### src/hdl/rrts_pkg.sv
// Shared types and constants for the round-robin tick scheduler.
package rrts_pkg;

    localparam logic ACT_ARRIVE = 1'b0;
    localparam logic ACT_TICK   = 1'b1;

    localparam logic [7:0] QUANTUM_RESET = 8'd2;

    typedef struct packed {
        logic        action;
        logic [7:0]  task_id;
        logic [15:0] burst_length;
    } in_t;

    typedef struct packed {
        logic        ran;
        logic [7:0]  running_task;
        logic        finished;
        logic [31:0] finish_time;
        logic        dropped;
    } out_t;

    typedef struct packed {
        logic [7:0]  id;
        logic [15:0] remaining;
    } entry_t;

    typedef enum logic [1:0] {
        ST_IDLE,
        ST_FETCH,
        ST_EXEC
    } state_t;

endpackage

### src/hdl/rrts_queue_ram.sv
// Ready-queue storage: one write port, one registered read port.
module rrts_queue_ram #(
    parameter int QUEUE_DEPTH = 16,
    parameter int AW          = 4
) (
    input  logic                 aclk,
    input  logic                 wr_en,
    input  logic [AW-1:0]        wr_addr,
    input  rrts_pkg::entry_t     wr_data,
    input  logic                 rd_en,
    input  logic [AW-1:0]        rd_addr,
    output rrts_pkg::entry_t     rd_data
);

    rrts_pkg::entry_t mem [QUEUE_DEPTH];
    rrts_pkg::entry_t rd_data_reg;

    always_ff @(posedge aclk) begin
        if (wr_en) begin
            mem[wr_addr] <= wr_data;
        end
    end

    always_ff @(posedge aclk) begin
        if (rd_en) begin
            rd_data_reg <= mem[rd_addr];
        end
    end

    assign rd_data = rd_data_reg;

endmodule

### src/hdl/rrts_core.sv
// Scheduler control: queue pointers, current task, clock and request sequencing.
module rrts_core #(
    parameter int QUEUE_DEPTH = 16
) (
    input  logic              aclk,
    input  logic              aresetn,
    input  logic              s_valid,
    output logic              s_ready,
    input  rrts_pkg::in_t     s_data,
    output logic              res_valid,
    input  logic              res_ready,
    output rrts_pkg::out_t    res_data,
    input  logic              cfg_wr_en,
    input  logic [7:0]        cfg_wr_data
);

    localparam int AW = (QUEUE_DEPTH > 1) ? $clog2(QUEUE_DEPTH) : 1;
    localparam int CW = $clog2(QUEUE_DEPTH + 1);
    localparam logic [AW-1:0] LAST_PTR = AW'(QUEUE_DEPTH - 1);
    localparam logic [CW-1:0] FULL_CNT = CW'(QUEUE_DEPTH);

    rrts_pkg::state_t state_reg, state_next;
    rrts_pkg::in_t    req_reg;
    logic             cur_valid_reg;
    logic [7:0]       cur_id_reg;
    logic [15:0]      cur_left_reg;
    logic [7:0]       slice_reg;
    logic [31:0]      clock_reg;
    logic [7:0]       quantum_reg;
    logic [AW-1:0]    head_reg, tail_reg;
    logic [CW-1:0]    count_reg;

    logic             accept, rd_en, full, empty, commit;
    logic             is_tick, ran, push_en, slice_over;
    logic [7:0]       quantum, slice_inc;
    logic [15:0]      left_dec;
    logic [31:0]      clock_inc;
    rrts_pkg::entry_t push_data, rd_data;

    assign full   = (count_reg == FULL_CNT);
    assign empty  = (count_reg == '0);
    assign accept = s_valid && s_ready;
    assign rd_en  = accept && (s_data.action == rrts_pkg::ACT_TICK) && !cur_valid_reg && !empty;
    assign commit = (state_reg == rrts_pkg::ST_EXEC) && res_ready;

    always_comb begin
        state_next = state_reg;
        unique case (state_reg)
            rrts_pkg::ST_IDLE: begin
                if (accept) begin
                    state_next = rd_en ? rrts_pkg::ST_FETCH : rrts_pkg::ST_EXEC;
                end
            end
            rrts_pkg::ST_FETCH: begin
                state_next = rrts_pkg::ST_EXEC;
            end
            rrts_pkg::ST_EXEC: begin
                if (res_ready) begin
                    state_next = rrts_pkg::ST_IDLE;
                end
            end
            default: begin
                state_next = rrts_pkg::ST_IDLE;
            end
        endcase
    end

    always_comb begin
        s_ready   = 1'b0;
        res_valid = 1'b0;
        unique case (state_reg)
            rrts_pkg::ST_IDLE:  s_ready   = 1'b1;
            rrts_pkg::ST_FETCH: s_ready   = 1'b0;
            rrts_pkg::ST_EXEC:  res_valid = 1'b1;
            default: begin
                s_ready   = 1'b0;
                res_valid = 1'b0;
            end
        endcase
    end

    always_comb begin
        is_tick    = (req_reg.action == rrts_pkg::ACT_TICK);
        quantum    = (quantum_reg == 8'd0) ? 8'd1 : quantum_reg;
        left_dec   = (cur_left_reg != 16'd0) ? cur_left_reg - 16'd1 : 16'd0;
        slice_inc  = (slice_reg != 8'hFF) ? slice_reg + 8'd1 : slice_reg;
        clock_inc  = clock_reg + 32'd1;
        ran        = is_tick && cur_valid_reg;
        slice_over = (slice_inc >= quantum);

        res_data.ran          = ran;
        res_data.running_task = ran ? cur_id_reg : 8'd0;
        res_data.finished     = ran && (left_dec == 16'd0);
        res_data.finish_time  = is_tick ? clock_inc : clock_reg;
        res_data.dropped      = !is_tick && full;

        push_en = !full && ((!is_tick) || (ran && (left_dec != 16'd0) && slice_over));
        if (is_tick) begin
            push_data.id        = cur_id_reg;
            push_data.remaining = left_dec;
        end else begin
            push_data.id        = req_reg.task_id;
            push_data.remaining = req_reg.burst_length;
        end
    end

    always_ff @(posedge aclk) begin
        if (accept) begin
            req_reg <= s_data;
        end
    end

    always_ff @(posedge aclk) begin
        if (!aresetn) begin
            state_reg     <= rrts_pkg::ST_IDLE;
            cur_valid_reg <= 1'b0;
            cur_id_reg    <= 8'd0;
            cur_left_reg  <= 16'd0;
            slice_reg     <= 8'd0;
            clock_reg     <= 32'd0;
            quantum_reg   <= rrts_pkg::QUANTUM_RESET;
            head_reg      <= '0;
            tail_reg      <= '0;
            count_reg     <= '0;
        end else begin
            state_reg <= state_next;
            if (cfg_wr_en) begin
                quantum_reg <= cfg_wr_data;
            end
            if (state_reg == rrts_pkg::ST_FETCH) begin
                cur_valid_reg <= 1'b1;
                cur_id_reg    <= rd_data.id;
                cur_left_reg  <= rd_data.remaining;
                slice_reg     <= 8'd0;
                head_reg      <= (head_reg == LAST_PTR) ? '0 : head_reg + AW'(1);
                count_reg     <= count_reg - CW'(1);
            end
            if (commit) begin
                if (is_tick) begin
                    clock_reg <= clock_inc;
                end
                if (ran) begin
                    cur_left_reg <= left_dec;
                    if (left_dec == 16'd0) begin
                        cur_valid_reg <= 1'b0;
                        slice_reg     <= 8'd0;
                    end else if (slice_over) begin
                        slice_reg <= 8'd0;
                        if (!full) begin
                            cur_valid_reg <= 1'b0;
                        end
                    end else begin
                        slice_reg <= slice_inc;
                    end
                end
                if (push_en) begin
                    tail_reg  <= (tail_reg == LAST_PTR) ? '0 : tail_reg + AW'(1);
                    count_reg <= count_reg + CW'(1);
                end
            end
        end
    end

    rrts_queue_ram #(
        .QUEUE_DEPTH (QUEUE_DEPTH),
        .AW          (AW)
    ) u_queue_ram (
        .aclk    (aclk),
        .wr_en   (commit && push_en),
        .wr_addr (tail_reg),
        .wr_data (push_data),
        .rd_en   (rd_en),
        .rd_addr (head_reg),
        .rd_data (rd_data)
    );

endmodule

### src/hdl/round_robin_tick_scheduler_unit.sv
// Top level of the round-robin tick scheduler with its output register.
//
// Requests arrive on s_valid/s_ready/s_data: an arrive request queues a task,
// a tick request runs the current task for one time unit. Every request gives
// exactly one result on m_valid/m_ready/m_data, in order.
// cfg_wr_en/cfg_wr_data write the time quantum; write it only while idle.
// A request goes from acceptance through ST_EXEC to the output register, and
// through ST_FETCH first when a tick must fetch a new task from the queue head:
// the queue memory has a registered read port. One request is in flight at a
// time, so a new request is accepted only once the output register takes the last result.
// The output register lets the next request be accepted while a result waits;
// when the receiver stalls, a finished request holds in its last stage until
// the output register frees, and no further request is accepted.
// Reset (aresetn low, synchronous) empties the queue, clears the current task
// and the clock, and sets the quantum to 2. The queue memory needs no clearing.
module round_robin_tick_scheduler_unit #(
    parameter int QUEUE_DEPTH = 16
) (
    input  logic              aclk,
    input  logic              aresetn,
    input  logic              s_valid,
    output logic              s_ready,
    input  rrts_pkg::in_t     s_data,
    output logic              m_valid,
    input  logic              m_ready,
    output rrts_pkg::out_t    m_data,
    input  logic              cfg_wr_en,
    input  logic [7:0]        cfg_wr_data
);

    logic           res_valid, res_ready;
    rrts_pkg::out_t res_data;
    logic           out_valid_reg;
    rrts_pkg::out_t out_data_reg;

    rrts_core #(
        .QUEUE_DEPTH (QUEUE_DEPTH)
    ) u_core (
        .aclk        (aclk),
        .aresetn     (aresetn),
        .s_valid     (s_valid),
        .s_ready     (s_ready),
        .s_data      (s_data),
        .res_valid   (res_valid),
        .res_ready   (res_ready),
        .res_data    (res_data),
        .cfg_wr_en   (cfg_wr_en),
        .cfg_wr_data (cfg_wr_data)
    );

    assign res_ready = !out_valid_reg || m_ready;

    always_ff @(posedge aclk) begin
        if (!aresetn) begin
            out_valid_reg <= 1'b0;
        end else if (res_valid && res_ready) begin
            out_valid_reg <= 1'b1;
        end else if (m_ready) begin
            out_valid_reg <= 1'b0;
        end
    end

    always_ff @(posedge aclk) begin
        if (res_valid && res_ready) begin
            out_data_reg <= res_data;
        end
    end

    assign m_valid = out_valid_reg;
    assign m_data  = out_data_reg;

    a_one_in_flight: assert property (@(posedge aclk) disable iff (!aresetn)
        (s_valid && s_ready) |=> !s_ready)
        else $error("request accepted while another is in flight");

    a_result_held: assert property (@(posedge aclk) disable iff (!aresetn)
        (res_valid && !res_ready) |=> res_valid)
        else $error("result lost while output register busy");

    a_no_result_with_ready: assert property (@(posedge aclk) disable iff (!aresetn)
        !(res_valid && s_ready))
        else $error("new request taken before result delivered");

    a_reset_clears_output: assert property (@(posedge aclk)
        !aresetn |=> !m_valid)
        else $error("output valid after reset");

endmodule
### config.mk
export PLATFORM = sky130hd
export DESIGN_NAME = round_robin_tick_scheduler_unit
export DESIGN_NICKNAME = d
export VERILOG_FILES = /design/src/hdl/rrts_pkg.sv /design/src/hdl/rrts_queue_ram.sv /design/src/hdl/rrts_core.sv /design/src/hdl/round_robin_tick_scheduler_unit.sv
export SDC_FILE = /design/constraint.sdc
export NUM_CORES = 1
export LEC_CHECK = 0
export BUFFER_PORTS_ARGS = -buffer_cell sky130_fd_sc_hd__buf_2
export CORE_ASPECT_RATIO = 1.5
export CORE_UTILIZATION = 30
export DETAILED_ROUTE_END_ITERATION = 10
export GPL_TIMING_DRIVEN = 0
export PLACE_DENSITY = 0.51
export SLEW_MARGIN = 0
export SYNTH_ARGS = -nofsm -noshare
export SYNTH_HDL_FRONTEND = slang
export SYNTH_SLANG_ARGS = --single-unit
### constraint.sdc
create_clock -name aclk -period 5.7 [get_ports aclk]
set_input_delay 0.57 -clock aclk [delete_from_list [all_inputs] [get_ports aclk]]
set_output_delay 0.57 -clock aclk [all_outputs]
set_load 0.01 [all_outputs]
==> results of run 1 <==
worst paths after layout:
| kind | slack (ns) | to | start | cells after the start |
|---|---|---|---|---|
| max | 0.69 | u_core.u_queue_ram.mem[3][5]$_DFFE_PP_ | u_core.slice_reg[0]$_SDFF_PN0_ | 16 |
| min | 0.14 | u_core.req_reg[21]$_DFFE_PP_ | s_data[21] | 1 |
| max reg2reg | 0.69 | u_core.u_queue_ram.mem[3][5]$_DFFE_PP_ | u_core.slice_reg[0]$_SDFF_PN0_ | 16 |
| min reg2reg | 0.48 | u_core.cur_id_reg[6]$_SDFFE_PN0P_ | u_core.cur_id_reg[6]$_SDFFE_PN0P_ | 2 |
final cells by class:
| cell class | instances | share of cell area |
|---|---|---|
| sequential | 565 | 0.600 |
| tap | 1000 | 0.0467 |
| clock inverter | 37 | 0.0170 |
| timing repair buffer | 99 | 0.0263 |
| buffer | 75 | 0.0119 |
| inverter | 20 | 0.00280 |
| clock buffer | 61 | 0.0506 |
| multi-input combinational | 727 | 0.244 |
layer usage:
layer / vias up / track usage / share of wire
li1: 5724 / - / -
met1: 6510 / 0.177 / 0.39
met2: 335 / 0.279 / 0.54
met3: 82 / 0.0192 / 0.044
met4: 0 / 0.0431 / 0.023
met5: - / 0 / 0
critical path, cell delays in order (launching register included):
cell,delay [ns]
dfxtp_1,0.34
ha_1,0.25
nand2_1,0.11
nor2_1,0.07
nand3_1,0.24
or3b_2,0.49
xnor2_1,0.17
ha_1,0.36
a2111oi_0,0.11
nand2_1,0.11
a41o_1,0.20
nand3_1,0.13
nor4b_2,0.66
o21ai_1,0.37
nor3_2,0.68
buf_6,0.24
buf_6,0.17
cell usage in the layout, fill, tap and decap left out, drive strengths merged, types with 5 or more instances in the layout:
cell | synthesis | final
nor4 | 10 | 10
nand4 | 13 | 13
mux2i | 11 | 11
xor2 | 21 | 21
inv | 20 | 25
dfxtp | 89 | 89
nor2b | 7 | 7
a311oi | 9 | 9
nand3 | 30 | 30
a21oi | 44 | 44
nand2b | 10 | 10
mux4 | 120 | 120
clkbuf | 48 | 109
edfxtp | 476 | 476
nand2 | 101 | 101
o21ai | 24 | 24
nor3 | 21 | 21
and3 | 25 | 25
and2 | 11 | 11
mux2 | 22 | 22
buf | 27 | 126
ha | 18 | 18
or3 | 13 | 13
nor2 | 105 | 105
clkinv | 0 | 21
xnor2 | 44 | 44
a221oi | 5 | 5
bufinv | 0 | 10
power groups by stage:
stage	Clock [mW]	Sequential, mW	Combinational (mW)
floorplan	0	5.01	0.708
global placement	0	5.03	1.10
detailed placement	0	5.02	1.17
CTS	3.84	4.93	1.17
global route	3.98	4.94	1.27
finish	3.75	4.93	1.15
kinds of logic after synthesis:
group,synth area share
flops,0.700
simple gates,0.0792
xor+xnor,0.0248
compound gates,0.0357
mux,0.133
buf+inv,0.0171
fa+ha+maj,0.00981
==> impl_metrics.env, run 1 <==
export IMPL_synth_top_area_frac=0.623
export IMPL_cts_sinks=565
export IMPL_cts_htree_levels=2
export IMPL_antenna_found_initial=0
export IMPL_ctsResizeCount=0
export IMPL_dieWidth_um=228
export IMPL_worstMarginPinSlew_ns=1.23
export IMPL_syn_to_final_growth_pct=16.7
export IMPL_power_total_mw=9.83
export IMPL_routedWlPerCell_um=22.5
export IMPL_synth_ff_type="edfxtp_1"
export IMPL_fin_cells=2584
export IMPL_core_area_um2=75400
export IMPL_drt_iter0_drc=949
export IMPL_p_leak_nw=8.66
export IMPL_period_needed_ns=5.01
export IMPL_via_per_inst=4.90
export IMPL_place_inst=2486
export IMPL_worstPathArrival_ns=5.32
export IMPL_final_setup_worst_slack_ns=0.687
export IMPL_dpl_cell_area_um2=25000
export IMPL_final_util=0.355
export IMPL_synth_seq_cells=565
export IMPL_postCtsSetupBuffers=0
export IMPL_cts_buffer_depth=3
export IMPL_fin_area_um2=26800
export IMPL_yosysWarnings=0
export IMPL_p_per_area_nw_per_um2=367
export IMPL_cts_root_buffer="clkbuf_16"
export IMPL_ys_seq_area_frac=0.700
export IMPL_clk_pin_slew_ns=0.06
export IMPL_status="complete, no violations"
export IMPL_ir_drop_mv=0.222
export IMPL_gr_total_overflow=0
export IMPL_synth_common_cells="edfxtp_1 (476), mux4_2 (120), nor2_1 (105)"
export IMPL_worst_path_max_fanout=7
export IMPL_gp_congestion=0.801
export IMPL_vias=12651
export IMPL_nets=1597
export IMPL_fp_dieH_um=341
export IMPL_drv_cap=0
export IMPL_crit_type="flop to flop"
export IMPL_netlist_instances=1387
export IMPL_slew_headroom=0.179
export IMPL_firstDrtPassIters=5
export IMPL_synth_most_common_cell="edfxtp_1"
export IMPL_fmaxAchievable_mhz=199
export IMPL_cts_buffers=53
export IMPL_power_frac_seq=0.501
export IMPL_grt_max_degree=29
export IMPL_setup_violations_final=0
export IMPL_min_period_over_period=0.879
export IMPL_antenna_diode_count=0
export IMPL_synth_edf_count=476
export IMPL_initial_core_util=0.304
export IMPL_crit_path_end_kind="flop"
export IMPL_largest_register_ffs=384
export IMPL_io_buffers=81
export IMPL_dp_hpwl_um=38700
export IMPL_syn_mean_instance_area_um2=16.6
export IMPL_multiInputGateArea_um2=6550
export IMPL_async_flop_share=0
export IMPL_drt_wl_total_um=58100
export IMPL_die_area_um2=77700
export IMPL_num_rows=123
export IMPL_ioPinCount=83
export IMPL_slew_violations=0
export IMPL_clock_latency_ns=0.61
export IMPL_fillers=7150
export IMPL_crit_path_start_kind="flop"
export IMPL_fin_worst_skew_ns=0.0210
export IMPL_synth_top_cell_by_area="edfxtp_1"
export IMPL_syn_area_um2=23000
export IMPL_rsz0062_at_grt="false"
export IMPL_swShare=0.247
export IMPL_finalHoldViolations=0
export IMPL_intPower_mw=7.40
export IMPL_synthTopCellsByArea="edfxtp_1 (62%), mux4_2 (12%), dfxtp_1 (7.8%), nor2_1 (1.7%), xnor2_1 (1.7%)"
export IMPL_first_global_vias=12875
export IMPL_yosysUniqueCellTypes=73
export IMPL_seqCellArea_um2=16100
export IMPL_worstHoldPathType="input port to flop"
export IMPL_worst_ep_required_time_ns=6.01
export IMPL_cts_tree="yes"
export IMPL_power_share_clock=0.381
export IMPL_whs_ns=0.140
export IMPL_drtAntennaViolNets=0
export IMPL_drive_above_1_share=0.230
export IMPL_setup_tns_ns=0
export IMPL_syn_nets=1443
export IMPL_hold_buffers=0
export IMPL_grt_usage=0.149
export IMPL_grt_pass1_wl_um=85800
export IMPL_place_ws_ns=0.613
export IMPL_drc=0
export IMPL_p_sw_mw=2.43
export IMPL_p_comb_frac=0.117
Note: power is estimated with default switching activity, not from simulation.
==> run 2, diff against run 1 <==
--- a/config.mk
+++ b/config.mk
@@ -5,12 +5,14 @@
 export SDC_FILE = /design/constraint.sdc
 export NUM_CORES = 1
 export LEC_CHECK = 0
+export ABC_AREA = 1
 export BUFFER_PORTS_ARGS = -buffer_cell sky130_fd_sc_hd__buf_2
 export CORE_ASPECT_RATIO = 1.5
 export CORE_UTILIZATION = 30
 export DETAILED_ROUTE_END_ITERATION = 10
 export GPL_TIMING_DRIVEN = 0
 export PLACE_DENSITY = 0.51
+export RECOVER_POWER = 50
 export SLEW_MARGIN = 0
 export SYNTH_ARGS = -nofsm -noshare
 export SYNTH_HDL_FRONTEND = slang
==> run 2 against run 1 <==
  * The flow now finishes with violations (design-rule violations, max-capacitance violations, max-slew violations)
  * Sequential share of layout area shrank 0.41 points
  * Non-clock buffer count grew 41
  * Maximum frequency grew 4.0%
  * Register-to-register slack gained 0.19 ns
  * Critical path type unchanged
  * Largest power group unchanged
==> impl_metrics.env, run 2 <==
export IMPL_final_setup_worst_slack_ns=0.879
export IMPL_worstMarginPinSlew_ns=2.64
export IMPL_grt_pass1_wl_um=104000
export IMPL_place_inst=3133
export IMPL_gp_congestion=0.953
export IMPL_fillers=7661
export IMPL_min_period_over_period=0.846
export IMPL_syn_mean_instance_area_um2=11.6
export IMPL_layout_common_cells="edfxtp_1 (476), nor2_1 (322), nand2_1 (220)"
export IMPL_setup_violations_final=0
export IMPL_drc=2
export IMPL_fin_area_um2=27000
export IMPL_syn_to_final_growth_pct=15.4
export IMPL_synth_edf_count=476
export IMPL_ys_seq_area_frac=0.688
export IMPL_cts_tree="yes"
export IMPL_drtAntennaViolNets=0
export IMPL_num_rows=125
export IMPL_crit_type="flop to flop"
export IMPL_via_per_inst=4.96
export IMPL_drt_iter0_drc=1148
export IMPL_synth_ff_type="edfxtp_1"
export IMPL_dp_hpwl_um=52200
export IMPL_ctsResizeCount=0
export IMPL_antenna_found_initial=0
export IMPL_synth_most_common_cell="edfxtp_1"
export IMPL_initial_core_util=0.303
export IMPL_async_flop_share=0
export IMPL_cts_buffers=52
export IMPL_firstDrtPassIters=8
export IMPL_slowest_stage="o21ai_0"
export IMPL_p_per_area_nw_per_um2=348
export IMPL_antenna_diode_count=0
export IMPL_ioPinCount=83
export IMPL_violations="design-rule violations, max-capacitance violations, max-slew violations"
export IMPL_fin_cells=3225
export IMPL_grt_usage=0.177
export IMPL_slew_violations=86
export IMPL_crit_path_end_kind="flop"
export IMPL_core_area_um2=77300
export IMPL_synth_top_cell_by_area="edfxtp_1"
export IMPL_yosysWarnings=0
export IMPL_synth_common_cells="edfxtp_1 (476), nor2_1 (337), nand2_1 (218)"
export IMPL_crit_path_start_kind="flop"
export IMPL_final_common_cell="edfxtp_1"
export IMPL_synthTopCellsByArea="edfxtp_1 (61%), dfxtp_1 (7.6%), nor2_1 (5.4%), o21ai_0 (4.1%), nand2_1 (3.5%)"
export IMPL_drive_above_1_share=0.0679
export IMPL_ir_drop_mv=0.176
export IMPL_dieWidth_um=230
export IMPL_syn_area_um2=23400
export IMPL_syn_nets=2069
export IMPL_cts_root_buffer="clkbuf_16"
export IMPL_rsz0062_at_grt="false"
export IMPL_whs_ns=0.120
export IMPL_io_buffers=81
export IMPL_status="finished with violations"
export IMPL_cts_buffer_depth=3
export IMPL_fin_worst_skew_ns=0.0174
export IMPL_cts_htree_levels=2
export IMPL_worst_ep_required_time_ns=5.76
export IMPL_fp_dieH_um=344
export IMPL_gr_total_overflow=0
export IMPL_crit_chain="inv_1 -> ha_1 -> nand2_1 -> nor2_1 -> nand2_1 -> clkbuf_1 -> nand3_1 -> o21ai_0"
export IMPL_yosysUniqueCellTypes=42
export IMPL_clock_latency_ns=0.62
export IMPL_p_leak_nw=9.14
export IMPL_hold_buffers=0
export IMPL_synth_top_area_frac=0.611
export IMPL_vias=15980
export IMPL_seqCellArea_um2=16100
export IMPL_synth_seq_cells=565
export IMPL_die_area_um2=79100
export IMPL_multiInputGateArea_um2=6420
export IMPL_finalHoldViolations=0
export IMPL_first_global_vias=16296
export IMPL_drt_wl_total_um=70500
export IMPL_netlist_instances=2013
export IMPL_worst_path_max_fanout=16
export IMPL_worstPathArrival_ns=4.88
export IMPL_slew_headroom=-0.778
export IMPL_place_ws_ns=0.871
export IMPL_grt_max_degree=35
export IMPL_routedWlPerCell_um=21.9
export IMPL_fmaxAchievable_mhz=207
export IMPL_nets=2227
export IMPL_largest_register_ffs=384
export IMPL_rr_startpoint="u_core.cur_left_reg[0]$_SDFF_PN0_"
export IMPL_cp_startpoint="u_core.cur_left_reg[0]$_SDFF_PN0_"
export IMPL_period_needed_ns=4.82
export IMPL_postCtsSetupBuffers=0
export IMPL_worstHoldPathType="input port to flop"
export IMPL_clk_pin_slew_ns=0.06
export IMPL_cts_sinks=565
export IMPL_drv_cap=4
export IMPL_dpl_cell_area_um2=25500
export IMPL_cpMostUsedCell="nand2_1"
export IMPL_worstHoldStart="s_data[11]"
export IMPL_critPathMaxStageDelay_ns=1.94
==> run 2: cell count changes in the layout (fill, tap and decap cells not counted), sizes merged, moves of 55 or more <==
cell	before	now
o21ai	24	198
nor2	105	345
nand3	30	100
o32ai	1	56
buf	126	50
clkbuf	109	235
nand2	101	222
inv	25	138
mux4	120	0
==> run 2: logic make-up after synthesis <==
group	synth area share
AND/OR/NAND/NOR	0.126
flip-flops	0.688
AO/OA/AOI/OAI	0.105
buffers and inverters	0.0413
multiplexers	0.0176
XOR/XNOR	0.0135
adder cells (fa/ha/maj)	0.00963
==> run 2: per-stage QoR <==
stage	TNS, ns	util	power (mW)
floorplan	0	-	5.46
global placement	-56.99	0.324	5.89
detailed placement	0	0.330	5.95
CTS	0	0.352	9.53
global route	0	0.349	9.71
finish	0	0.349	9.39
==> run 2: power breakdown <==
group          switching, mW  internal (mW)
logic                  0.760          0.234
clock network           1.56           2.04
registers             0.0646           4.74
==> run 2: metal layers <==
metal,vias up,GRT usage,share of wire
li1,7506,-,-
met1,7800,0.185,0.36
met2,533,0.348,0.55
met3,141,0.0205,0.044
met4,0,0.0844,0.046
met5,-,0,0
==> run 2: critical path: cells and delay by family (launching register included) <==
kind | cells | cell delay (ns)
compound gates | 1 | 1.94
buf+inv | 2 | 0.66
flops | 1 | 0.38
simple gates | 4 | 1.01
fa+ha+maj | 1 | 0.26
==> run 2: layout make-up <==
type                    instances  share of cell area
well taps                    1016              0.0471
multi-input cells            1198               0.238
clock inverters                22              0.0104
clock buffers                  70              0.0531
inverters                     139              0.0193
flip-flops and latches        565               0.596
plain buffers                 111              0.0161
repair buffers                104              0.0198
==> run 2: final timing paths <==
path | end | slack (ns) | depth (start not counted)
worst max-delay path | u_core.u_queue_ram.mem[10][15]$_DFFE_PP_ | 0.88 | 8
worst min-delay path | u_core.req_reg[11]$_DFFE_PP_ | 0.12 | 1
worst max register to register | u_core.u_queue_ram.mem[10][15]$_DFFE_PP_ | 0.88 | 8
worst min register to register | u_core.cur_id_reg[0]$_SDFFE_PN0P_ | 0.48 | 2
